<file path="config.mk">
export PLATFORM = sky130hd
export DESIGN_NAME = tto_mul
export DESIGN_NICKNAME = d
export VERILOG_FILES = /design/src/rtl/tto_pkg.sv /design/src/rtl/tto_mul.sv
export SDC_FILE = /design/constraint.sdc
export NUM_CORES = 2
export LEC_CHECK = 0
export ABC_CLOCK_PERIOD_IN_PS = 11550
export BUFFER_PORTS_ARGS = -buffer_cell sky130_fd_sc_hd__buf_4
export CAP_MARGIN = 15
export CORE_MARGIN = 2
export CORE_UTILIZATION = 30
export DETAILED_ROUTE_END_ITERATION = 6
export GPL_TIMING_DRIVEN = 0
export PLACE_DENSITY_LB_ADDON = 0.1
export SYNTH_ARGS = -nofsm -noshare
export SYNTH_HDL_FRONTEND = slang
export SYNTH_SLANG_ARGS = --single-unit
</file>
<file path="constraint.sdc">
create_clock -name clk -period 11.55 [get_ports clk]
set_clock_uncertainty 0.2 [all_clocks]
set_input_delay 2.8875 -clock clk [delete_from_list [all_inputs] [get_ports clk]]
set_output_delay 2.8875 -clock clk [all_outputs]
set_load 0.01 [all_outputs]
</file>
<file path="src/rtl/tto_pkg.sv">
// Shared types, constants and helpers for the trinomial tree option pricer.
package tto_pkg;

	localparam int PRICE_W  = 32;
	localparam int FACTOR_W = 18;
	localparam int COEF_W   = 17;
	localparam int LEVEL_W  = 7;
	localparam int CFG_IDX_W  = 3;
	localparam int CFG_DATA_W = 32;

	localparam int MUL_A_W = 35;
	localparam int MUL_B_W = 18;
	localparam int MUL_P_W = MUL_A_W + MUL_B_W;
	localparam int ACC_W   = 51;

	localparam int MAX_LEVELS_DEF = 64;

	localparam logic [PRICE_W-1:0]  SPOT_RST  = 32'd6553600;
	localparam logic [FACTOR_W-1:0] UP_RST    = 18'd65536;
	localparam logic [FACTOR_W-1:0] DOWN_RST  = 18'd65536;
	localparam logic [COEF_W-1:0]   PU_RST    = 17'd21845;
	localparam logic [COEF_W-1:0]   PM_RST    = 17'd21846;
	localparam logic [COEF_W-1:0]   PD_RST    = 17'd21845;
	localparam logic [COEF_W-1:0]   DISC_RST  = 17'd65536;
	localparam logic [LEVEL_W-1:0]  LEVEL_RST = 7'd1;

	typedef enum logic [CFG_IDX_W-1:0] {
		REG_SPOT  = 3'd0,
		REG_UP    = 3'd1,
		REG_DOWN  = 3'd2,
		REG_PU    = 3'd3,
		REG_PM    = 3'd4,
		REG_PD    = 3'd5,
		REG_DISC  = 3'd6,
		REG_LEVEL = 3'd7
	} cfg_idx_t;

	typedef struct packed {
		logic [PRICE_W-1:0]  spot_price;
		logic [FACTOR_W-1:0] up_factor;
		logic [FACTOR_W-1:0] down_factor;
		logic [COEF_W-1:0]   prob_up;
		logic [COEF_W-1:0]   prob_mid;
		logic [COEF_W-1:0]   prob_down;
		logic [COEF_W-1:0]   discount;
		logic [LEVEL_W-1:0]  level_count;
	} cfg_t;

	function automatic logic [PRICE_W-1:0] call_payoff(input logic [PRICE_W-1:0] price,
		input logic [PRICE_W-1:0] strike);
		call_payoff = (price > strike) ? (price - strike) : '0;
	endfunction

endpackage

</file>
<file path="src/rtl/tto_mul.sv">
// Shared unsigned multiplier with a registered product.
module tto_mul
	import tto_pkg::*;
(
	input  logic               clk,
	input  logic [MUL_A_W-1:0] a,
	input  logic [MUL_B_W-1:0] b,
	output logic [MUL_P_W-1:0] p
);

	logic [MUL_P_W-1:0] p_q;

	always_ff @(posedge clk) begin
		p_q <= MUL_P_W'(a) * MUL_P_W'(b);
	end

	assign p = p_q;

endmodule

</file>
# After elaboration in Yosys (flattened, before gate mapping)
# Cells that the tools add are included.
[word_totals]
output_inout_bits = 53
register_bits = 53
[op_classes]
mul = 1
[op_table]
columns = ["cell", "count"]
rows = [
  ["35-bit by 18-bit multiplier with 53-bit output", 1],
]

# Longest topological paths before layout
[logic_depth]
word_depth = 1
ltp_mapped = 24
depth_no_buf = 22

# Least setup slack after synthesis
# No wires, ideal clock.
[synth_path]
path_type = "input port to flip-flop"
start = "input port b[3]"
end = "register p_q[51] (netlist: p[51])"
setup_slack_ps = 2939
arrival_time_ps = 8340
stages = 22
path_buffers = 3
cell_sequence = "clkbuf_1 > clkbuf_1 > nand2_1 > fa_1 > fa_1 > fa_1 > inv_1 > fa_1 > fa_1 > inv_1 > fa_1 > inv_1 > ha_1 > buf_2 > a21oi_1 > o21ba_1 > a211oi_2 > o21ai_1 > a2111oi_4 > o2111ai_2 > o21ai_1 > xor2_1"
[synth_between]
elab_chain_cells = 1
[synth_rtl]
columns = ["item", "line_no", "rtl"]
rows = [
  ["from (decl)", "tto_mul.sv:7", "input logic [MUL_B_W-1:0] b,"],
  ["35-bit by 18-bit multiplier with 53-bit output", "tto_mul.sv:14", "p_q <= MUL_P_W'(a) * MUL_P_W'(b);"],
  ["to (signal assigned)", "tto_mul.sv:14", ""],
  ["to (decl)", "tto_mul.sv:11", "logic [MUL_P_W-1:0] p_q;"],
]
# Every way passes these cells.

# Final worst setup path
[layout_path]
start = "input port b[11]"
end = "register p_q[47] (netlist: p[47])"
# Same word-level chain as after synthesis.

==> impl_results.md <==
- Num ports: 107
- Final ANT Viol Nets: 0
- Final Cycle Share: 0.893
- Num CTS Buffers: 5
- Critical path's most frequent cell: fa_1
- Startpoint Class: primary input
- Setup repair bufs after CTS: 0
- Area grow syn2layout: 9.68%
- CTS tree: done
- Worst path buffer plus inverter count: 5
- # rows: 96
- Mean Syn Cell Area: 8.78 um^2
- Initial cell density of the core: 0.304
- Mapped cell area: 0.0210 mm^2
- Worst Path Max Fanout: 10
- First DRT Iteration DRCs: 722
- Root Buffer Master: clkbuf_16
- WP data required: 11.62 ns
- Clk buf depth: 2
- Status: finished clean
- Setup TNS Final: 0 ns
- Vias in the first global route: 17400
- Worst-margin pin slew: 1.08 ns
- Top cells by count, synth: inv_1, fa_1, nand2_1, and2_1, ha_1
- Global-route wire length before repair: 111000 um
- Layout cell share with drive strength beyond 1: 0.0474
- Worst-path cell chain: clkbuf_1 -> clkbuf_1 -> nand2_1 -> fa_1 -> inv_1 -> fa_1 -> fa_1 -> fa_1 -> fa_1 -> inv_1 -> fa_1 -> inv_1 -> ha_1 -> nand2_1 -> o21ba_1 -> a211oi_2 -> o21ai_1 -> a2111oi_4 -> o2111ai_2 -> o21ai_1 -> xor2_1
- Crit path capture type: register
- Area leader, netlist: fa_1
- Die Y: 268 um
- Die width: 268 um
- Final Hold Viols: 0
- Post-route DRC: 0
- Max reg flops: 53
- # H-tree levels: 2
- Die area: 0.0721 mm^2
- RSZ-0062 raised after global routing: false
- Core area: 0.0689 mm^2
- CP max stage cell: clkbuf_1
- Final setup viols: 0
- Via count: 15600
- Worst-path clk slew: 0.08 ns
- Post-detail-place hpwl: 61300 um
- Wire per inst: 21.2 um
- Final nets: 3196
- Worst path max stage delay: 0.76 ns
- Max-cap viol count: 0
- Post-synth EDFFs: 0
- Clock Sink Count: 53
- Hold buffer count at cts: 0
- Post-synth top area share: 0.504
- Largest net degree at the start of global routing: 16
- Yosys Warn Count: 0
- Ranking of synthesized cells by area: fa_1, inv_1, nand2_1
- Top Family by Delay on Critical Path: adder cells
- Drt via density: 4.56
- Total GRT Usage: 0.213
- Hold crit path type: primary input to register
- Max Fclk: 0.0970 GHz
- Slew headroom: 0.277
- GRT Residual Overflow: 0
- Initial antenna violation count: 5
- Register area share after synthesis: 0.0506
- Synth Flop Type: dfxtp_1
- Total iterations of the first detailed-routing run: 5
- Count leader, synth: inv_1
- Post-Synthesis Cells: 2389
- Syn_nets: 3098
- Post-synthesis cell type count: 57
- Final GP Congestion: 0.854
- Final Max Tran Viols: 0
- Post_cts resized: 0
- Post-synth ARST share: 0
- Final Critical Period: 10.31 ns
- Synth Register Bits: 53
- Worst path arrival time: 10.39 ns
- Kind of critical path: primary input to register
- Drt total wl: 72700 um
- Port bufs: 91
## cell usage in the layout, fill, tap and decap left out, types with 6 or more instances in the layout
cell,instances
inv_1,587
fa_1,528
nand2_1,437
and2_1,237
ha_1,127
clkbuf_1,122
buf_4,91
dfxtp_1,53
a21oi_1,47
nor2_1,40
a21o_1,31
xnor2_1,30
xor2_1,15
o21ai_0,13
nand3_1,11
o21ai_1,10
nand4_1,9
and3_1,9
a31oi_1,7
a211oi_1,6
nand2b_1,6
## worst paths after layout
| check | start | end | slack, ns | cells past startpoint |
|---|---|---|---|---|
| hold / removal | a[0] | p[0]$_DFF_P_ | 2.63 | 2 |
| setup / recovery | b[11] | p[47]$_DFF_P_ | 1.24 | 21 |
## area by class of cell
cell class | instances | area [um^2]
flip-flops and latches | 53 | 1060
clock buffers | 7 | 143
inverters | 587 | 2200
fillers | 7433 | 45900
diodes | 4 | 10.0
repair buffers | 91 | 683
well taps | 931 | 1160
plain buffers | 123 | 464
multi-input cells | 1626 | 17200
clock inverters | 1 | 30.0
## logic make-up after synthesis
kind of cell / Yosys count / share of synthesized area
mux: 2 / 0.000954
simple gates: 763 / 0.170
xor+xnor: 45 / 0.0188
flops: 53 / 0.0506
fa+ha+maj: 655 / 0.580
compound gates: 161 / 0.0531
buf+inv: 710 / 0.127
## through the flow
stage / hold WS (ns) / worst slack [ns] / util / instance area [um^2] / cells
after global placement: 3.00 / 0.705 / 0.331 / 22800 / 3411
after global routing: 2.65 / 0.899 / 0.334 / 23000 / 3419
after CTS: 2.63 / 1.06 / 0.334 / 23000 / 3419
final: 2.63 / 1.24 / 0.334 / 23000 / 3423
after detailed placement: 3.00 / 0.650 / 0.331 / 22800 / 3411
after floorplan: 2.81 / 2.94 / - / 21000 / 2389
## routing by layer
metal  track usage  up-vias  wire length [um]
met4        0.0614        0              2180
met3        0.0226       68              2700
li1              -     7085                 -
met5             0        -                 0
met2         0.376      310             36400
met1         0.275     8151             31400
Power is left out: the tool's default activity adds up to more than one toggle a clock period on the data nets, which glitch-free logic cannot reach.
