==> config.mk <==
export PLATFORM = sky130hd
export DESIGN_NAME = tto_mem
export DESIGN_NICKNAME = d
export VERILOG_FILES = /design/src/rtl/tto_pkg.sv /design/src/rtl/tto_mem.sv
export SDC_FILE = /design/constraint.sdc
export NUM_CORES = 2
export LEC_CHECK = 0
export BUFFER_PORTS_ARGS = -buffer_cell sky130_fd_sc_hd__buf_2
export CORE_ASPECT_RATIO = 0.9
export CORE_MARGIN = 3
export CORE_UTILIZATION = 50
export DETAILED_ROUTE_END_ITERATION = 10
export GPL_ROUTABILITY_DRIVEN = 1
export PLACE_DENSITY = 0.65
export SYNTH_ARGS = -nofsm -noshare
export SYNTH_HDL_FRONTEND = slang
export SYNTH_SLANG_ARGS = --single-unit
export TNS_END_PERCENT = 5
==> constraint.sdc <==
create_clock -name clk -period 5.8 [get_ports clk]
set_clock_uncertainty 0.1 [all_clocks]
set_input_delay 0.87 -clock clk [delete_from_list [all_inputs] [get_ports clk]]
set_output_delay 0.87 -clock clk [all_outputs]
set_load 0.01 [all_outputs]
==> src/rtl/tto_pkg.sv <==
// Shared types, constants and helpers for the trinomial tree option pricer.
package tto_pkg;

	localparam int PRICE_W  = 32;
	localparam int FACTOR_W = 18;
	localparam int COEF_W   = 17;
	localparam int LEVEL_W  = 7;
	localparam int CFG_IDX_W  = 3;
	localparam int CFG_DATA_W = 32;

	localparam int MUL_A_W = 35;
	localparam int MUL_B_W = 18;
	localparam int MUL_P_W = MUL_A_W + MUL_B_W;
	localparam int ACC_W   = 51;

	localparam int MAX_LEVELS_DEF = 64;

	localparam logic [PRICE_W-1:0]  SPOT_RST  = 32'd6553600;
	localparam logic [FACTOR_W-1:0] UP_RST    = 18'd65536;
	localparam logic [FACTOR_W-1:0] DOWN_RST  = 18'd65536;
	localparam logic [COEF_W-1:0]   PU_RST    = 17'd21845;
	localparam logic [COEF_W-1:0]   PM_RST    = 17'd21846;
	localparam logic [COEF_W-1:0]   PD_RST    = 17'd21845;
	localparam logic [COEF_W-1:0]   DISC_RST  = 17'd65536;
	localparam logic [LEVEL_W-1:0]  LEVEL_RST = 7'd1;

	typedef enum logic [CFG_IDX_W-1:0] {
		REG_SPOT  = 3'd0,
		REG_UP    = 3'd1,
		REG_DOWN  = 3'd2,
		REG_PU    = 3'd3,
		REG_PM    = 3'd4,
		REG_PD    = 3'd5,
		REG_DISC  = 3'd6,
		REG_LEVEL = 3'd7
	} cfg_idx_t;

	typedef struct packed {
		logic [PRICE_W-1:0]  spot_price;
		logic [FACTOR_W-1:0] up_factor;
		logic [FACTOR_W-1:0] down_factor;
		logic [COEF_W-1:0]   prob_up;
		logic [COEF_W-1:0]   prob_mid;
		logic [COEF_W-1:0]   prob_down;
		logic [COEF_W-1:0]   discount;
		logic [LEVEL_W-1:0]  level_count;
	} cfg_t;

	function automatic logic [PRICE_W-1:0] call_payoff(input logic [PRICE_W-1:0] price,
		input logic [PRICE_W-1:0] strike);
		call_payoff = (price > strike) ? (price - strike) : '0;
	endfunction

endpackage

==> src/rtl/tto_mem.sv <==
// Node value memory: one write port, one read port with registered data.
module tto_mem
	import tto_pkg::*;
#(
	parameter int DEPTH = 2 * MAX_LEVELS_DEF,
	parameter int AW    = $clog2(DEPTH)
) (
	input  logic               clk,
	input  logic               we,
	input  logic [AW-1:0]      waddr,
	input  logic [PRICE_W-1:0] wdata,
	input  logic               re,
	input  logic [AW-1:0]      raddr,
	output logic [PRICE_W-1:0] rdata
);

	logic [PRICE_W-1:0] mem [DEPTH];
	logic [PRICE_W-1:0] rdata_q;

	always_ff @(posedge clk) begin
		if (we) begin
			mem[waddr] <= wdata;
		end
	end

	always_ff @(posedge clk) begin
		if (re) begin
			rdata_q <= mem[raddr];
		end
	end

	assign rdata = rdata_q;

endmodule

Word-level counts from Yosys, hierarchy flattened

Memory sizes are Yosys's and may differ from the RTL's. A register that Yosys moved wholly into a read port is not among the register bits.
Cells that the tools add are included.
Widths: inputs -> output; s select.

Memories: 1
Logic and storage cells: 3
Bits of input ports: 49
Bits in registers: 0
Output and inout bits: 32
Memory bits (writable): 4,096

Multiplexer cells: 2

Memories:

| memory | words | width | rd ports | clocked after Yosys merged registers in | write ports | RTL line      | RTL |
|---|---|---|---|---|---|---|---|
| mem    | 128   | 32    | 1        | 1                                       | 1           | tto_mem.sv:17 | `logic [PRICE_W-1:0] mem [DEPTH];` |

Operators by type and width:

| operator | count |
|---|---|
| $mux 1   | 2 |

Logic depth before layout (Yosys ltp)

Depth in word-level cells: 2
Depth in mapped cells: 8
Gate-level depth less buffers: 4

Worst setup path before layout

Ideal clock, no wire load.

Kind: input-to-reg
From: input port we
To: memory mem[98][0] (enable)
Stages on the path: 3
Path slack: 1,591 ps
Arrival: 3,648 ps
Path buffers: 1
Data required time: 5,239 ps
Setup time: 461 ps
Cells stage by stage: clkbuf_1 nand4_1 nor3_1

Cells in the longest elaborated chain, start to end: 2

RTL lines:

| element                      | RTL line      | RTL |
|---|---|---|
| from (decl)                  | tto_mem.sv:9  | `input logic we,` |
| $mux 1                       | tto_mem.sv:21 | `if (we) begin` |
| $mux 1 (not written as such) | tto_mem.sv:22 | `mem[waddr] <= wdata;` |
| to (decl)                    | tto_mem.sv:17 |  |

No other way between the ends.

==> impl_metrics.csv <==
group,metric,value,unit
outcome,status,"finished clean",
die,die_h,537,um
cts,hold_buffers,0,
routing,vias,72500,
critical_path,startpoint_type,"input port",
grt,grt_pass1_vias,71600,
yosys,synthAdderAreaFrac,0,%
routing,drc,0,
critical_path,cp.required,6.37,ns
cts,cts.clk_slew.worst_paths,0.06,ns
yosys,mappedNetlistArea,0.157,mm^2
routing,wl_met3,54100,um
cts,clk_latency,0.94,ns
die,die_x,596,um
sta,finalSetupTns,0,ns
yosys,yosys.area_share.simple,0.445,%
yosys,synth_cells,5990,
yosys,yosysWarnings,0,
cts,clockRootBuffer,"clkbuf_16",
yosys,synth_xor_xnor_area_share,0,%
grt,grt.total_usage,26.4,%
sta,rsz0062_at_grt,"no",
yosys,synth_top_family_by_area,"multiplexers",
cts,cts_setup_buffers,0,
sta,slew_headroom,16.7,%
flow_run,drv_cap,0,
critical_path,critPathLaunch,"raddr[0]",
routing,drt_wl_total,418000,um
yosys,synth.distinct_cells,16,
critical_path,rr_worst_depth,4,
routing,via_per_inst,6.61,
cts,clock_path_buffers,4,
sta,hold_slack,0.297,ns
grt,antenna_found_initial,62,
critical_path,cp_cell_sequence,"buf_12, buf_12, buf_4, mux4_2, mux4_2, mux4_2, mux2_2",
yosys,syn-num-nets,6039,
critical_path,crit-reg2reg-launch,"mem[105][14]",
power,ir_drop,0.279,mV
critical_path,crit_fanout,52,
yosys,synthMuxAreaShare,19.6,%
layout,syn_to_final_growth,13.7,%
sta,post-route-min-period,3.79,ns
cts,clock-sinks,4128,
critical_path,cp-end-kind,"flip-flop",
die,num_io_pins,81,
die,initial_utilization,50.4,%
die,core-area,0.311,mm^2
yosys,ys_seq_area_share,79.2,%
min_path,hp-class,"in2reg",
sta,setup_viol,0,
layout,fin_nets,6540,
grt,overflow,0,
routing,wl_met2,190000,um
cts,cts_buffers,401,
routing,ant_nets,0,
routing,first_pass_iters,5,
placed_design,dp_hpwl,239000,um
routing,wl_per_cell,38.1,um
critical_path,critPathKind,"in2reg",
yosys,yosys_register_bits,4128,
power,p_leak,54.5,nW
critical_path,cp_slowest_stage_delay,0.60,ns
power,powerDensity,347,mW/mm^2
die,placementRows,194,
routing,wl_met1,161000,um
routing,drtIter0Drc,11400,
grt,grt_pass1_wl,583000,um
die,fp.dieArea,0.320,mm^2
cts,cts_tree,"done",
grt,grt_max_degree,97,
min_path,whs_path_depth,1,
yosys,synth.avg_cell_area,26.1,um^2
yosys,synth_compound_area_share,0,%
critical_path,regToRegSetupSlack,2.96,ns
critical_path,cp_common_cell,"mux4_2",
critical_path,endpoint,"rdata[26]",
critical_path,reg2reg_to,"rdata[14]",
placed_design,place_congestion,0.823,
critical_path,arrival,4.36,ns
sta,fmax,264,MHz
sta,min_period_over_period,65.3,%
sta,worstMarginPinSlew,1.25,ns
sta,maxSlewViolCount,0,
cts,cts_resized,0,
routing,top_layer,"met5",
critical_path,slowest_stage,"mux4_2",
sta,finalHoldViolations,0,
placed_design,io_buffers,80,
layout,drive_above_1_share,36.4,%
cts,htreeDepth,5,
flip-flops by register name (all words and copies together), names as in the netlist:
register	flops
mem	4096
rdata	32
report_power, final:
group | leakage [nW] | internal [mW] | total, mW | switching (mW)
clock network | 6.22 | 14.6 | 25.5 | 10.9
logic | 11.2 | 1.23 | 3.26 | 2.03
registers | 37.1 | 33.0 | 33.1 | 0.0844
total | 54.5 | 48.8 | 61.8 | 13.0
how the worst min path moves through the flow:
stage                start      endpoint
2_1_floorplan     wdata[0]     mem[0][0]
3_3_place_gp   mem[86][13]     rdata[13]
5_1_grt          wdata[25]  mem[121][25]
6_report         wdata[25]  mem[121][25]
3_5_place_dp   mem[68][25]     rdata[25]
4_1_cts          wdata[25]  mem[121][25]
Yosys cell counts:
| master | number | share of area [%] |
|---|---|---|
| edfxtp_1 | 4128 | 79 |
| mux4_2 | 1344 | 19 |
| clkbuf_1 | 182 | 0.44 |
| nor2_1 | 122 | 0.29 |
| buf_2 | 79 | 0.25 |
| buf_1 | 50 | 0.12 |
| mux2_2 | 32 | 0.23 |
| nand2_1 | 14 | 0.034 |
| nand3_1 | 12 | 0.038 |
| nor3_1 | 9 | 0.029 |
| nor2b_1 | 7 | 0.028 |
| buf_4 | 3 | 0.014 |
| nand4_1 | 3 | 0.012 |
| buf_6 | 2 | 0.014 |
| nand2b_1 | 2 | 0.0080 |
| or3_1 | 1 | 0.0040 |
final cells by class:
class / count / area, um^2
timing repair buffer: 414 / 3730
multi-input combinational: 1546 / 32300
antenna: 41 / 103
fill: 21600 / 133000
tap: 4116 / 5150
clock buffer: 498 / 10600
clock inverter: 226 / 2140
sequential: 4128 / 124000
stage by stage:
| stage | instance area, um^2 | instances | total power [mW] | setup slack, ns | util [%] |
|---|---|---|---|---|---|
| floorplan | 157000 | 5990 | 35.2 | 1.59 | - |
| global placement | 165000 | 10200 | 36.9 | 1.13 | 53.1 |
| detailed placement | 165000 | 10200 | 36.9 | 1.13 | 53.1 |
| CTS | 178000 | 10900 | 62.2 | 2.11 | 57.2 |
| global route | 178000 | 10900 | 63.5 | 1.96 | 57.2 |
| finish | 178000 | 11000 | 61.8 | 2.01 | 57.2 |
kinds of logic (layout without fill, tap and decap cells):
family,Yosys count,after routing
simple gates,170,170
buf+inv,316,1138
flops,4128,4128
mux,1376,1376
other cells,0,41
metal layers:
metal  vias to the layer above  GRT usage, %
met1                     39700          39.1
met5                         -             0
met3                       635          7.54
met2                      4634          38.7
li1                      27500             -
met4                        22          7.87
placed cells by master (no fill, tap or decap):
cell        Yosys  final
buf_6           2      1
nand4_1         3      3
or3_1           1      1
inv_16          0      2
buf_2          79     42
buf_12          0     56
clkinv_1        0     84
buf_8           0      3
nor2_4          0    119
nor3_2          0      7
diode_2         0     41
inv_8           0      1
clkbuf_16       0    410
clkbuf_1      182     88
clkinv_8        0      3
nand2b_1        2      2
clkinvlp_4      0     13
clkinv_2        0     74
nand3_1        12      8
nor2b_1         7      7
mux2_2         32     32
nand3_2         0      4
edfxtp_1     4128   4128
nor3_4          0      2
clkinv_4        0      2
nand2_2         0      3
nor2_1        122      3
nand2_1        14     11
clkinv_16       0      2
mux4_2       1344   1344
buf_4           3    312
bufinv_16       0     37
inv_6           0      8
worst max-delay path, delay by kind of cell:
| family | cells | cell delay (ns) |
|---|---|---|
| multiplexers | 4 | 1.95 |
| buffers and inverters | 3 | 1.24 |
(Power assumes the default switching activity.)
