===== src/rtl/tto_pkg.sv =====
// Shared types, constants and helpers for the trinomial tree option pricer.
package tto_pkg;

	localparam int PRICE_W  = 32;
	localparam int FACTOR_W = 18;
	localparam int COEF_W   = 17;
	localparam int LEVEL_W  = 7;
	localparam int CFG_IDX_W  = 3;
	localparam int CFG_DATA_W = 32;

	localparam int MUL_A_W = 35;
	localparam int MUL_B_W = 18;
	localparam int MUL_P_W = MUL_A_W + MUL_B_W;
	localparam int ACC_W   = 51;

	localparam int MAX_LEVELS_DEF = 64;

	localparam logic [PRICE_W-1:0]  SPOT_RST  = 32'd6553600;
	localparam logic [FACTOR_W-1:0] UP_RST    = 18'd65536;
	localparam logic [FACTOR_W-1:0] DOWN_RST  = 18'd65536;
	localparam logic [COEF_W-1:0]   PU_RST    = 17'd21845;
	localparam logic [COEF_W-1:0]   PM_RST    = 17'd21846;
	localparam logic [COEF_W-1:0]   PD_RST    = 17'd21845;
	localparam logic [COEF_W-1:0]   DISC_RST  = 17'd65536;
	localparam logic [LEVEL_W-1:0]  LEVEL_RST = 7'd1;

	typedef enum logic [CFG_IDX_W-1:0] {
		REG_SPOT  = 3'd0,
		REG_UP    = 3'd1,
		REG_DOWN  = 3'd2,
		REG_PU    = 3'd3,
		REG_PM    = 3'd4,
		REG_PD    = 3'd5,
		REG_DISC  = 3'd6,
		REG_LEVEL = 3'd7
	} cfg_idx_t;

	typedef struct packed {
		logic [PRICE_W-1:0]  spot_price;
		logic [FACTOR_W-1:0] up_factor;
		logic [FACTOR_W-1:0] down_factor;
		logic [COEF_W-1:0]   prob_up;
		logic [COEF_W-1:0]   prob_mid;
		logic [COEF_W-1:0]   prob_down;
		logic [COEF_W-1:0]   discount;
		logic [LEVEL_W-1:0]  level_count;
	} cfg_t;

	function automatic logic [PRICE_W-1:0] call_payoff(input logic [PRICE_W-1:0] price,
		input logic [PRICE_W-1:0] strike);
		call_payoff = (price > strike) ? (price - strike) : '0;
	endfunction

endpackage


===== src/rtl/tto_cfg.sv =====
// Configuration register bank for the tree coefficients and level count.
module tto_cfg
	import tto_pkg::*;
(
	input  logic                  clk,
	input  logic                  arst_n,
	input  logic                  we,
	input  logic [CFG_IDX_W-1:0]  index,
	input  logic [CFG_DATA_W-1:0] data,
	output cfg_t                  cfg
);

	cfg_t cfg_q;

	always_ff @(posedge clk or negedge arst_n) begin
		if (!arst_n) begin
			cfg_q.spot_price  <= SPOT_RST;
			cfg_q.up_factor   <= UP_RST;
			cfg_q.down_factor <= DOWN_RST;
			cfg_q.prob_up     <= PU_RST;
			cfg_q.prob_mid    <= PM_RST;
			cfg_q.prob_down   <= PD_RST;
			cfg_q.discount    <= DISC_RST;
			cfg_q.level_count <= LEVEL_RST;
		end else if (we) begin
			case (cfg_idx_t'(index))
				REG_SPOT:  cfg_q.spot_price  <= data[PRICE_W-1:0];
				REG_UP:    cfg_q.up_factor   <= data[FACTOR_W-1:0];
				REG_DOWN:  cfg_q.down_factor <= data[FACTOR_W-1:0];
				REG_PU:    cfg_q.prob_up     <= data[COEF_W-1:0];
				REG_PM:    cfg_q.prob_mid    <= data[COEF_W-1:0];
				REG_PD:    cfg_q.prob_down   <= data[COEF_W-1:0];
				REG_DISC:  cfg_q.discount    <= data[COEF_W-1:0];
				REG_LEVEL: cfg_q.level_count <= data[LEVEL_W-1:0];
				default: begin
				end
			endcase
		end
	end

	assign cfg = cfg_q;

endmodule


===== config.mk =====
export PLATFORM = sky130hd
export DESIGN_NAME = tto_cfg
export DESIGN_NICKNAME = d
export VERILOG_FILES = /design/src/rtl/tto_pkg.sv /design/src/rtl/tto_cfg.sv
export SDC_FILE = /design/constraint.sdc
export NUM_CORES = 1
export LEC_CHECK = 0
export BUFFER_PORTS_ARGS = -buffer_cell sky130_fd_sc_hd__buf_2
export CORE_MARGIN = 3
export CORE_UTILIZATION = 51
export DETAILED_ROUTE_END_ITERATION = 16
export MAX_ROUTING_LAYER = met4
export PLACE_DENSITY = 0.85
export REMOVE_ABC_BUFFERS = 1
export SYNTH_ARGS = -nofsm -noshare
export SYNTH_HDL_FRONTEND = slang
export SYNTH_SLANG_ARGS = --single-unit

===== constraint.sdc =====
create_clock -name clk -period 0.8 [get_ports clk]
set_input_delay 0.12 -clock clk [delete_from_list [all_inputs] [get_ports clk]]
set_output_delay 0.12 -clock clk [all_outputs]
set_load 0.1 [all_outputs]

==> results of run 1 <==
==> per-stage QoR <==
step	cells	hold slack, ps	setup slack (ps)	instance area [sq um]	TNS (ps)
after floorplan	294	-176	-1570	5590	-123680
after global placement	640	4.31	-562	9230	-60300
after detailed placement	640	6.03	-623	9230	-66150
==> kinds of logic after synthesis <==
logic type | Yosys count
muxes | 143
and+or+nand+nor | 8
buffers and inverters | 16
DFF | 143
==> synth_stat cells, drive strengths merged <==
cell type / number
nor4b: 1
buf: 16
dfstp: 31
nand4: 1
and4bb: 3
nand4b: 3
mux2: 143
dfrtp: 112
==> out/results.tsv, run 1 <==
stage	metric	value	unit
outcome	status	did not finish	
synth	yosys.area.top_type_share	48.8	%
placement	port_buffers	180	
synth	syn_area_per_cell	18.5	sq um
placement	dp_hpwl	12.4	mm
synth	ys_seq_area_share	63.0	%
synth	syn_area	0.00575	sq mm
floorplanning	initial_core_util	52.5	%
placement	gp_congestion	0.852	
cts	clock-sinks	143	
synth	synth_top_family_by_area	multiplexers	
synth	yosysUniqueCellTypes	11	
outcome	tool.error	[ERROR DPL-0038] Utilization greater than 100%, impossible to legalize	
cts	ctsRootBufferMaster	clkbuf_16	
synth	ys_ff_latch	143	
floorplanning	pin_count	181	
cts	htreeDepth	4	
cts	cts_hold_buf	16	
cts	clk_path_buf_depth	2	
synth	synth-compound-area-share	0	%
cts	cts-resized-gates	140	
cts	post_cts_buffers	86	
synth	synthMuxAreaShare	31.9	%
floorplanning	rows	38	
synth	synthXorXnorAreaFrac	0	%
floorplanning	die_y	112	microns
cts	cts_buffers	17	
outcome	haltStage	clock tree synthesis	
synth	syn_inst	310	
synth	yosys.area.top_type	dfrtp_1	
synth	synth_fa_ha_area_share	0	%
synth	synth-simple-area-share	2.42	%
synth	netlist_top_cells_area	dfrtp_1, mux2_2, mux2_4, dfstp_2, buf_6	
floorplanning	die_w	112	microns
synth	yosys_warnings	0	
==> run 2: changes to the inputs <==
--- a/config.mk
+++ b/config.mk
@@ -7,10 +7,9 @@
 export LEC_CHECK = 0
 export BUFFER_PORTS_ARGS = -buffer_cell sky130_fd_sc_hd__buf_2
 export CORE_MARGIN = 3
-export CORE_UTILIZATION = 51
+export CORE_UTILIZATION = 40
 export DETAILED_ROUTE_END_ITERATION = 16
-export MAX_ROUTING_LAYER = met4
-export PLACE_DENSITY = 0.85
+export PLACE_DENSITY_LB_ADDON = 0.15
 export REMOVE_ABC_BUFFERS = 1
 export SYNTH_ARGS = -nofsm -noshare
 export SYNTH_HDL_FRONTEND = slang
==> run 2 against run 1 <==
Effect of this change:
- the flow now finishes, with violations (negative setup slack)
- synthesized area is the same
- synthesized cell count is the same
==> out/results.tsv, run 2 <==
stage	metric	value	unit	change
outcome	status	finished with violations		
outcome	violations	negative setup slack		
placement	post-place-cells	684		+6.9%
cells_and_area	final_common_cell	buf_12		
setup_path	crit_required	680	ps	
cts	ctsRootBufferMaster	clkbuf_16		
sta	fin_skew	0	ps	
drt	met2_wirelength	9.33	mm	
sta	tightestPinTransition	302	ps	
synth	yosysUniqueCellTypes	11		unchanged
setup_path	slowest_delay	570	ps	
cts	clock-sinks	143		unchanged
placement	gp_congestion	0.787		-7.6%
global_route	grt_usage	23.2	%	
setup_path	critPathMaxFanout	2		
setup_path	endpoint	cfg[51]		
setup_path	r2r_start	cfg[124]		
setup_path	rrSetupSlack	-170	ps	
synth	synth_edf_count	0		unchanged
floorplanning	initial_core_util	41.1	%	-11 points
min_path	hold_start	data[14]		
synth	ys_ff_latch	143		unchanged
floorplanning	rows	43		+13%
global_route	first_global_vias	4412		
sta	fin_crit	1280	ps	
setup_path	cp.arrival	1160	ps	
setup_path	cp-start-kind	flip-flop		
cells_and_area	diodes	0		
drt	first_iter_violations	130		
drt	routedWlPerCell	22.9	microns	
cells_and_area	drive_gt1_share	79.7	%	
cts	clk_latency	410	ps	
setup_path	r2r_end	cfg[124]		
synth	yosysMostFrequentCell	dfrtp_1		
synth	syn_inst	310		unchanged
drt	wl_met3	1.38	mm	
cells_and_area	fill_cells	688		
cts	htreeDepth	4		unchanged
synth	netlist_top_cells_area	dfrtp_1, mux2_2, mux2_4, dfstp_2, buf_6		
setup_path	setup.worst_path.start	cfg[51]		
min_path	hp-class	in -> reg		
setup_path	cp_num_cells	1		
drt	ant_nets	0		
drt	wl_met1	7.82	mm	
global_route	grt-ovfl-total	0		
floorplanning	die_area	0.0158	sq mm	
synth	synth_common_cells	dfrtp_1, mux2_2, mux2_4, dfstp_2, buf_6		
synth	syn_area	0.00575	sq mm	unchanged
drt	vias	3967		
global_route	grt_pass1_wl	27.6	mm	
placement	port_buffers	180		unchanged
global_route	grt_max_degree	24		
drt	totalWireLength	18.7	mm	
cells_and_area	nets	662		
synth	synth_ff_type	dfrtp_1		
sta	rsz0062_at_grt	true		
floorplanning	die_y	126	microns	+12%
setup_path	crit_family	flip-flops		
drt	top_layer	met4		
floorplanning	pin_count	181		unchanged
synth	yosys.area.top_type_share	48.8	%	unchanged
cts	cts_buffers	17		unchanged
cts	clk_path_buf_depth	2		unchanged
drt	vias_per_cell	4.86		
cts	clkTransAtPathRegs	60	ps	
power_and_ir_drop	powerDensity	3780	mW/mm^2	
power_and_ir_drop	peakVddDrop	0.00253	V	
cells_and_area	synthToLayoutAreaGrowth	98.0	%	
floorplanning	die_w	126	microns	+12%
sta	fmax	0.780	GHz	
cells_and_area	final_cell_mix	buf_12, mux2_4, dfrtp_1		
cells_and_area	largest_register_ffs	143		
cells_and_area	fin_cells	817		
setup_path	cp_cell_sequence	buf_12		
setup_path	worstSetupEndpointType	output port		
setup_path	ff2ff_path_depth	2		
sta	setup-violations-final	271		
sta	finalHoldViolCount	0		
floorplanning	core_region_area	0.0140	sq mm	
power_and_ir_drop	p_total	43.0	mW	
setup_path	crit_path_top_delay_cell	dfstp_2		
synth	yosys_warnings	0		unchanged
synth	synthArstFlopShare	100	%	unchanged
sta	fin_ws	-481	ps	
synth	syn_area_per_cell	18.5	sq um	unchanged
sta	period_share	160	%	
setup_path	worst-path-buf-inv	1		
cts	tritoncts	done		
power_and_ir_drop	power_leakage	5.37	nW	
synth	yosys.area.top_type	dfrtp_1		
run	maxCapViolCount	0		
drt	drc_errors	0		
synth	ys_seq_area_share	63.0	%	unchanged
drt	drtPass1Iterations	4		
global_route	antenna_found_initial	0		
placement	dp_hpwl	10.9	mm	-12%
setup_path	path_class	reg -> out		
sta	report.final.slew_viol_count	0		
sta	relSlewSlack	79.8	%	
==> run 2: cell counts after synthesis <==
Identical to the previous run, type by type.
==> run 2: metrics by stage <==
stage	setup TNS, ps	worst slack [ps]	util [%]	cell area (sq um)	hold slack (ps)
global route	-70940	-518	81.3	11400	33.4
global placement	-62260	-571	66.5	9300	4.88
finish	-63930	-481	81.3	11400	41.8
detailed placement	-65730	-601	66.5	9300	5.78
CTS	-63040	-505	78.7	11000	18.1
floorplan	-123680	-1570	-	5590	-176
==> run 2: power breakdown <==
part / internal (mW) / switching [mW] / total, mW / leakage, nW
clock network: 4.98 / 3.09 / 8.07 / 0.292
logic: 9.67 / 14.2 / 23.9 / 3.41
registers: 9.11 / 1.97 / 11.1 / 1.67
==> run 2: what timing repair did <==
| item | 4_1_cts | 5_1_grt |
|---|---|---|
| endpoints found under the hold margin | 133 | 0 |
| endpoints found under the setup margin | 235 | 277 |
| resized for setup | 91 | 80 |
| gates cloned | 8 | 0 |
| hold buffers | 16 | 0 |
| setup buffers | 49 | 54 |
| pin swaps | 4 | 2 |
==> run 2: area by class of cell <==
class	count	area [sq um]	area share [%]
clock inverter	14	164	1.44
clock buffer	18	439	3.86
sequential	143	3620	31.8
timing repair buffer	311	4710	41.4
tap	180	225	1.98
multi-input combinational	151	2220	19.5
==> run 2: per-layer routing <==
layer | GRT usage [%] | up-vias
li1 | - | 1733
met2 | 36.8 | 143
met5 | 0 | -
met3 | 8.06 | 13
met1 | 30.6 | 2078
met4 | 6.06 | 0
==> run 2: how the worst min path moves through the flow <==
stage                          end  slack, ps  depth (start not counted)
final                      cfg[55]         40                          2
after global routing       cfg[83]         30                          2
after CTS                  cfg[83]         20                          2
after detailed placement  cfg[140]          6                          1
after global placement    cfg[140]          5                          1
after floorplan           cfg[100]       -180                          0
==> run 2: kinds of logic (layout without fill, tap and decap cells) <==
kind of cell           count (synthesis)  count (layout)  share of synthesized area [%]
muxes                                143             143                           31.9
DFF                                  143             143                           63.0
buffers and inverters                 16             343                           2.68
and+or+nand+nor                        8               8                           2.42
(Power assumes the default switching activity.)
==> run 3: changes to the inputs <==
==> constraint.sdc (replaced) <==
create_clock -name clk -period 0.8 [get_ports clk]
set_input_delay 0.08 -clock clk [delete_from_list [all_inputs] [get_ports clk]]
set_output_delay 0.08 -clock clk [all_outputs]
set_load 0.1 [all_outputs]
==> run 3 against run 2 <==
Effect of this change:
- final cell count grew 10%
- the run still ends with negative setup slack left
- non-clock buffer count up 83
- sequential power about the same
- via count up 8.9%
- first-iteration DRC count grew 30%
- critical path depth unchanged
- combinational power grew 9.6%
- sequential share of layout area down 1.9 points
- utilization up 5.2 points
- clock-buffer cell count grew 1
==> out/results.tsv, run 3 (synthesized netlist as in run 2, its figures left out) <==
stage	metric	value	unit	change
floorplanning	rows	43		unchanged
setup_path	crit_family	flip-flops		
cts	tritoncts	done		
placement	placed_area	0.00997	sq mm	+7.3%
cells_and_area	largest_register_ffs	143		unchanged
drt	drtPass1Iterations	4		unchanged
placement	dp_hpwl	11.3	mm	+3.6%
cts	clk_latency	420	ps	about the same
cts	ctsRootBufferMaster	clkbuf_16		
global_route	antenna_found_initial	0		unchanged
outcome	status	finished with violations		
sta	report.final.slew_viol_count	0		unchanged
min_path	hp-class	in -> reg		
sta	period_share	157	%	-3.5 points
cells_and_area	seqCellArea	0.00362	sq mm	unchanged
power_and_ir_drop	p_total	44.6	mW	+3.6%
drt	totalWireLength	20.2	mm	+8.2%
placement	post-place-cells	774		+13%
outcome	violations	negative setup slack		
setup_path	cp_cell_sequence	buf_12		
cells_and_area	fin_util	86.5	%	+5.2 points
global_route	grt_pass1_wl	28.6	mm	+3.4%
drt	routedWlPerCell	22.5	microns	-1.8%
drt	vias	4319		+8.9%
sta	finalHoldViolCount	0		unchanged
power_and_ir_drop	peakVddDrop	0.00283	V	+12%
drt	ant_nets	0		unchanged
sta	fin_crit	1250	ps	-28.0 ps
cts	cts_buffers	17		unchanged
cells_and_area	post-route-cell-area	0.0121	sq mm	+6.4%
sta	tightestPinTransition	272	ps	-30.5 ps
global_route	grt_max_degree	28		+17%
cells_and_area	fin_cells	900		+10%
placement	dp_slack	-523	ps	+78.1 ps
sta	setup-violations-final	228		-16%
cts	clk_path_buf_depth	2		unchanged
drt	first_iter_violations	169		+30%
run	maxCapViolCount	0		unchanged
sta	fin_ws	-453	ps	+28.0 ps
setup_path	critPathMaxFanout	2		unchanged
global_route	first_global_vias	4843		+9.8%
cells_and_area	multiInputGateArea	0.00211	sq mm	-5.1%
drt	drc_errors	0		unchanged
cells_and_area	fill_cells	572		-17%
floorplanning	initial_core_util	41.1	%	unchanged
setup_path	crit_path_top_delay_cell	dfstp_2		
floorplanning	pin_count	181		unchanged
drt	vias_per_cell	4.80		-1.2%
floorplanning	core_region_area	0.0140	sq mm	unchanged
setup_path	cp.arrival	1170	ps	about the same
cells_and_area	final_cell_mix	buf_12, buf_6, dfrtp_1		
power_and_ir_drop	powerDensity	3680	mW/mm^2	-2.6%
cts	clock-sinks	143		unchanged
sta	finalSetupTns	-60800	ps	+3130 ps
setup_path	rrSetupSlack	-260	ps	-90 ps
setup_path	path_class	reg -> out		
floorplanning	die_area	0.0158	sq mm	unchanged
cells_and_area	final_common_cell	buf_12		
placement	gp_congestion	0.752		-4.5%
setup_path	worst-path-buf-inv	1		unchanged
floorplanning	die_y	126	microns	unchanged
global_route	grt-ovfl-total	0		unchanged
setup_path	cp-start-kind	flip-flop		
sta	rsz0062_at_grt	true		
cts	htreeDepth	4		unchanged
cts	clkTransAtPathRegs	60	ps	about the same
setup_path	slowest_delay	570	ps	about the same
floorplanning	die_w	126	microns	unchanged
sta	fmax	0.798	GHz	+2.2%
placement	port_buffers	180		unchanged
cells_and_area	synthToLayoutAreaGrowth	111	%	
cells_and_area	drive_gt1_share	80.8	%	+1.1 points
global_route	grt_usage	23.6	%	+0.48 points
cells_and_area	diodes	0		unchanged
cells_and_area	nets	745		+13%
setup_path	crit_required	720	ps	+40 ps
sta	timing.hold.ws	11.7	ps	-30.1 ps
sta	relSlewSlack	81.9	%	+2.0 points
setup_path	worstSetupEndpointType	output port		
power_and_ir_drop	power_leakage	5.71	nW	+6.2%
sta	fin_skew	0	ps	unchanged
-- run 3: cell count changes in the layout (fill, tap and decap cells not counted), moves of 3 or more --
cell,delta
buf_6,+80
mux2_2,+30
mux2_4,-30
dlygate4sd3_1,+8
clkinv_2,+4
buf_16,-3
-- run 3: repair_timing --
action                                 CTS  global route
hold buffers                            24             0
pin swaps                                2             5
resized for setup                      126            75
setup endpoints to repair              198           242
buffers inserted                        56            41
endpoints found under the hold margin  188             0
gates cloned                             2             3
-- run 3: path summary, 6_finish.rpt --
path	startpoint	end	depth (start not counted)
max	cfg[53]	cfg[53]	1
min	data[2]	cfg[77]	2
max reg2reg	cfg[124]	cfg[124]	3
min reg2reg	cfg[126]	cfg[126]	1
max in group asynchronous	arst_n	cfg[49]	3
min in group asynchronous	arst_n	cfg[135]	2
-- run 3: metal layers --
layer / up-vias / GRT usage, % / part of all wire, %
met1: 2251 / 28.2 / 40
li1: 1899 / - / -
met4: 0 / 5.93 / 1.1
met5: - / 0 / 0
met3: 23 / 9.08 / 7.2
met2: 146 / 40.5 / 52
-- run 3: power breakdown --
group / leakage [nW] / switching (mW) / total, mW / internal, mW
clock network: 0.286 / 2.97 / 7.58 / 4.61
logic: 3.75 / 15.1 / 26.2 / 11.1
registers: 1.67 / 1.66 / 10.8 / 9.12
-- run 3: final cells by class --
cell class	instances	area share, %
clock buffers	19	3.66
multi-input cells	151	17.4
clock inverters	13	1.00
well taps	180	1.86
flip-flops and latches	143	29.9
repair buffers	394	46.2
==> run 4: changes to the inputs <==
--- a/config.mk
+++ b/config.mk
@@ -5,10 +5,10 @@
 export SDC_FILE = /design/constraint.sdc
 export NUM_CORES = 1
 export LEC_CHECK = 0
-export BUFFER_PORTS_ARGS = -buffer_cell sky130_fd_sc_hd__buf_2
 export CORE_MARGIN = 3
 export CORE_UTILIZATION = 40
 export DETAILED_ROUTE_END_ITERATION = 16
+export DONT_BUFFER_PORTS = 1
 export PLACE_DENSITY_LB_ADDON = 0.15
 export REMOVE_ABC_BUFFERS = 1
 export SYNTH_ARGS = -nofsm -noshare
==> run 4 against run 3 <==
Effect of this change:
- the run ends with negative hold slack, negative setup slack left
- first-iteration DRC count shrank 6.5%
- hold slack lost 660 ps
- clock-buffer cell count shrank 1
- final cell count decreased by 17%
- utilization fell by 11 points
- die area unchanged
- routed wire length down 19%
- highest routed layer unchanged
==> out/results.tsv, run 4 (synthesized netlist as in run 2, its figures left out) <==
stage	metric	value	unit	change
power_and_ir_drop	peakVddDrop	0.00209	V	-26%
cells_and_area	seqCellArea	0.00362	sq mm	unchanged
cts	tritoncts	done		
floorplanning	initial_core_util	41.1	%	unchanged
drt	ant_nets	0		unchanged
cells_and_area	nets	593		-20%
outcome	status	finished with violations		
placement	post-place-cells	635		-18%
global_route	grt_pass1_wl	24.5	mm	-14%
drt	totalWireLength	16.4	mm	-19%
setup_path	slowest_delay	570	ps	about the same
cts	cts_hold_buf	32		+33%
sta	fin_crit	1260	ps	+2.45 ps
drt	wl_met3	1.49	mm	+2.1%
cts	clk_path_buf_depth	2		unchanged
floorplanning	die_area	0.0158	sq mm	unchanged
global_route	antenna_found_initial	0		unchanged
setup_path	cp-start-kind	flip-flop		
drt	routedWlPerCell	22.0	microns	-2.2%
cells_and_area	diodes	0		unchanged
cells_and_area	largest_register_ffs	143		unchanged
placement	port_buffers	0		-100%
sta	tightestPinTransition	330	ps	+58.2 ps
cts	clkTransAtPathRegs	60	ps	about the same
placement	dp_slack	-413	ps	+110 ps
floorplanning	die_y	126	microns	unchanged
setup_path	r2r_end	cfg[136]		
sta	fin_skew	0	ps	unchanged
power_and_ir_drop	powerDensity	4050	mW/mm^2	+10%
drt	wl_met1	6.75	mm	-16%
cells_and_area	fin_cells	748		-17%
cells_and_area	drive_gt1_share	74.5	%	-6.4 points
setup_path	worstSetupEndpointType	output port		
sta	setup-violations-final	211		-7.5%
floorplanning	rows	43		unchanged
placement	placed_area	0.00760	sq mm	-24%
setup_path	rrSetupSlack	-170	ps	+90 ps
outcome	violations	negative hold slack, negative setup slack		
cells_and_area	fill_cells	782		+37%
floorplanning	die_w	126	microns	unchanged
placement	dp_hpwl	9.07	mm	-19%
setup_path	cp_cell_sequence	buf_12		
cts	cts_buffers	17		unchanged
sta	fmax	0.796	GHz	-0.19%
setup_path	critPathMaxFanout	2		unchanged
drt	first_iter_violations	158		-6.5%
floorplanning	pin_count	181		unchanged
setup_path	r2r_start	cfg[136]		
sta	rsz0062_at_grt	true		
global_route	first_global_vias	4133		-15%
cells_and_area	post-route-cell-area	0.0106	sq mm	-13%
drt	drtPass1Iterations	4		unchanged
cts	htreeDepth	4		unchanged
global_route	grt-ovfl-total	0		unchanged
sta	report.final.slew_viol_count	0		unchanged
sta	period_share	157	%	+0.31 points
drt	met2_wirelength	8.09	mm	-23%
sta	finalHoldViolCount	143		+143
setup_path	crit_path_top_delay_cell	dfstp_2		
setup_path	crit_family	flip-flops		
power_and_ir_drop	power_leakage	4.86	nW	-15%
cells_and_area	fin_util	75.7	%	-11 points
cts	clock-sinks	143		unchanged
floorplanning	core_region_area	0.0140	sq mm	unchanged
global_route	grt_usage	20.1	%	-3.5 points
setup_path	crit_required	720	ps	about the same
drt	drc_errors	0		unchanged
setup_path	path_class	reg -> out		
cells_and_area	final_cell_mix	buf_12, dfrtp_1, mux2_4		
cells_and_area	final_common_cell	buf_12		
cells_and_area	multiInputGateArea	0.00209	sq mm	-0.89%
min_path	hp-class	in -> async		
placement	gp_congestion	0.725		-3.5%
cells_and_area	synthToLayoutAreaGrowth	84.3	%	
cts	ctsRootBufferMaster	clkbuf_16		
setup_path	ff2ff_path_depth	2		-1
setup_path	worst-path-buf-inv	1		unchanged
sta	fin_ws	-456	ps	-2.45 ps
sta	relSlewSlack	77.9	%	-4.0 points
drt	vias	3665		-15%
global_route	grt_max_degree	144		+410%
run	maxCapViolCount	0		unchanged
drt	vias_per_cell	4.90		+2.1%
drt	top_layer	met4		
cts	clk_latency	420	ps	about the same
sta	timing.hold.ws	-646	ps	-657 ps
setup_path	cp.arrival	1180	ps	about the same
-- run 4: cell count changes in the layout (fill, tap and decap cells not counted), sizes merged --
cell         previous run  this run
clkinvlp                1         4
bufinv                  2         6
inv                     0         1
buf                   367       210
clkinv                 10         3
dlygate4sd3            24        32
clkbuf                 22        18
-- run 4: routing by layer --
metal	up-vias	track usage, %
li1	1593	-
met1	1908	24.8
met2	149	32.7
met3	15	8.95
met4	0	5.30
met5	-	0
-- run 4: final cells by class --
cell class                 count  area share (%)
multi-input combinational    151            19.7
clock inverter                14            2.24
timing repair buffer         242            37.6
sequential                   143            34.2
tap                          180            2.13
clock buffer                  18            4.15
-- run 4: repair_timing --
action                                  4_1_cts  5_1_grt
gates resized for setup                     313       84
buffers inserted                             29       24
hold endpoints to repair                    286      143
pin swaps                                     0        0
endpoints found under the setup margin      143      238
gates cloned                                  0        0
-- run 4: power by group --
part,switching (mW),internal (mW)
clock network,3.11,5.93
logic,13.9,8.99
registers,1.89,9.11
-- run 4: worst max-delay path by stage --
| stage | end | depth (start not counted) | slack (ps) | start |
|---|---|---|---|---|
| finish | cfg[129] | 1 | -460 | cfg[129] |
| global route | cfg[64] | 1 | -480 | cfg[64] |
| CTS | cfg[60] | 1 | -460 | cfg[60] |
| detailed placement | cfg[127] | 3 | -410 | index[0] |
| global placement | cfg[126] | 3 | -410 | index[0] |
| floorplan | cfg[126] | 2 | -1530 | index[0] |
-- run 4: per-stage QoR --
step | power [mW] | setup TNS, ps
after floorplan | 23.8 | -116610
after global placement | 28.3 | -27960
after detailed placement | 28.5 | -28560
after CTS | 41.8 | -52550
after global routing | 44.0 | -59600
final | 42.9 | -53050
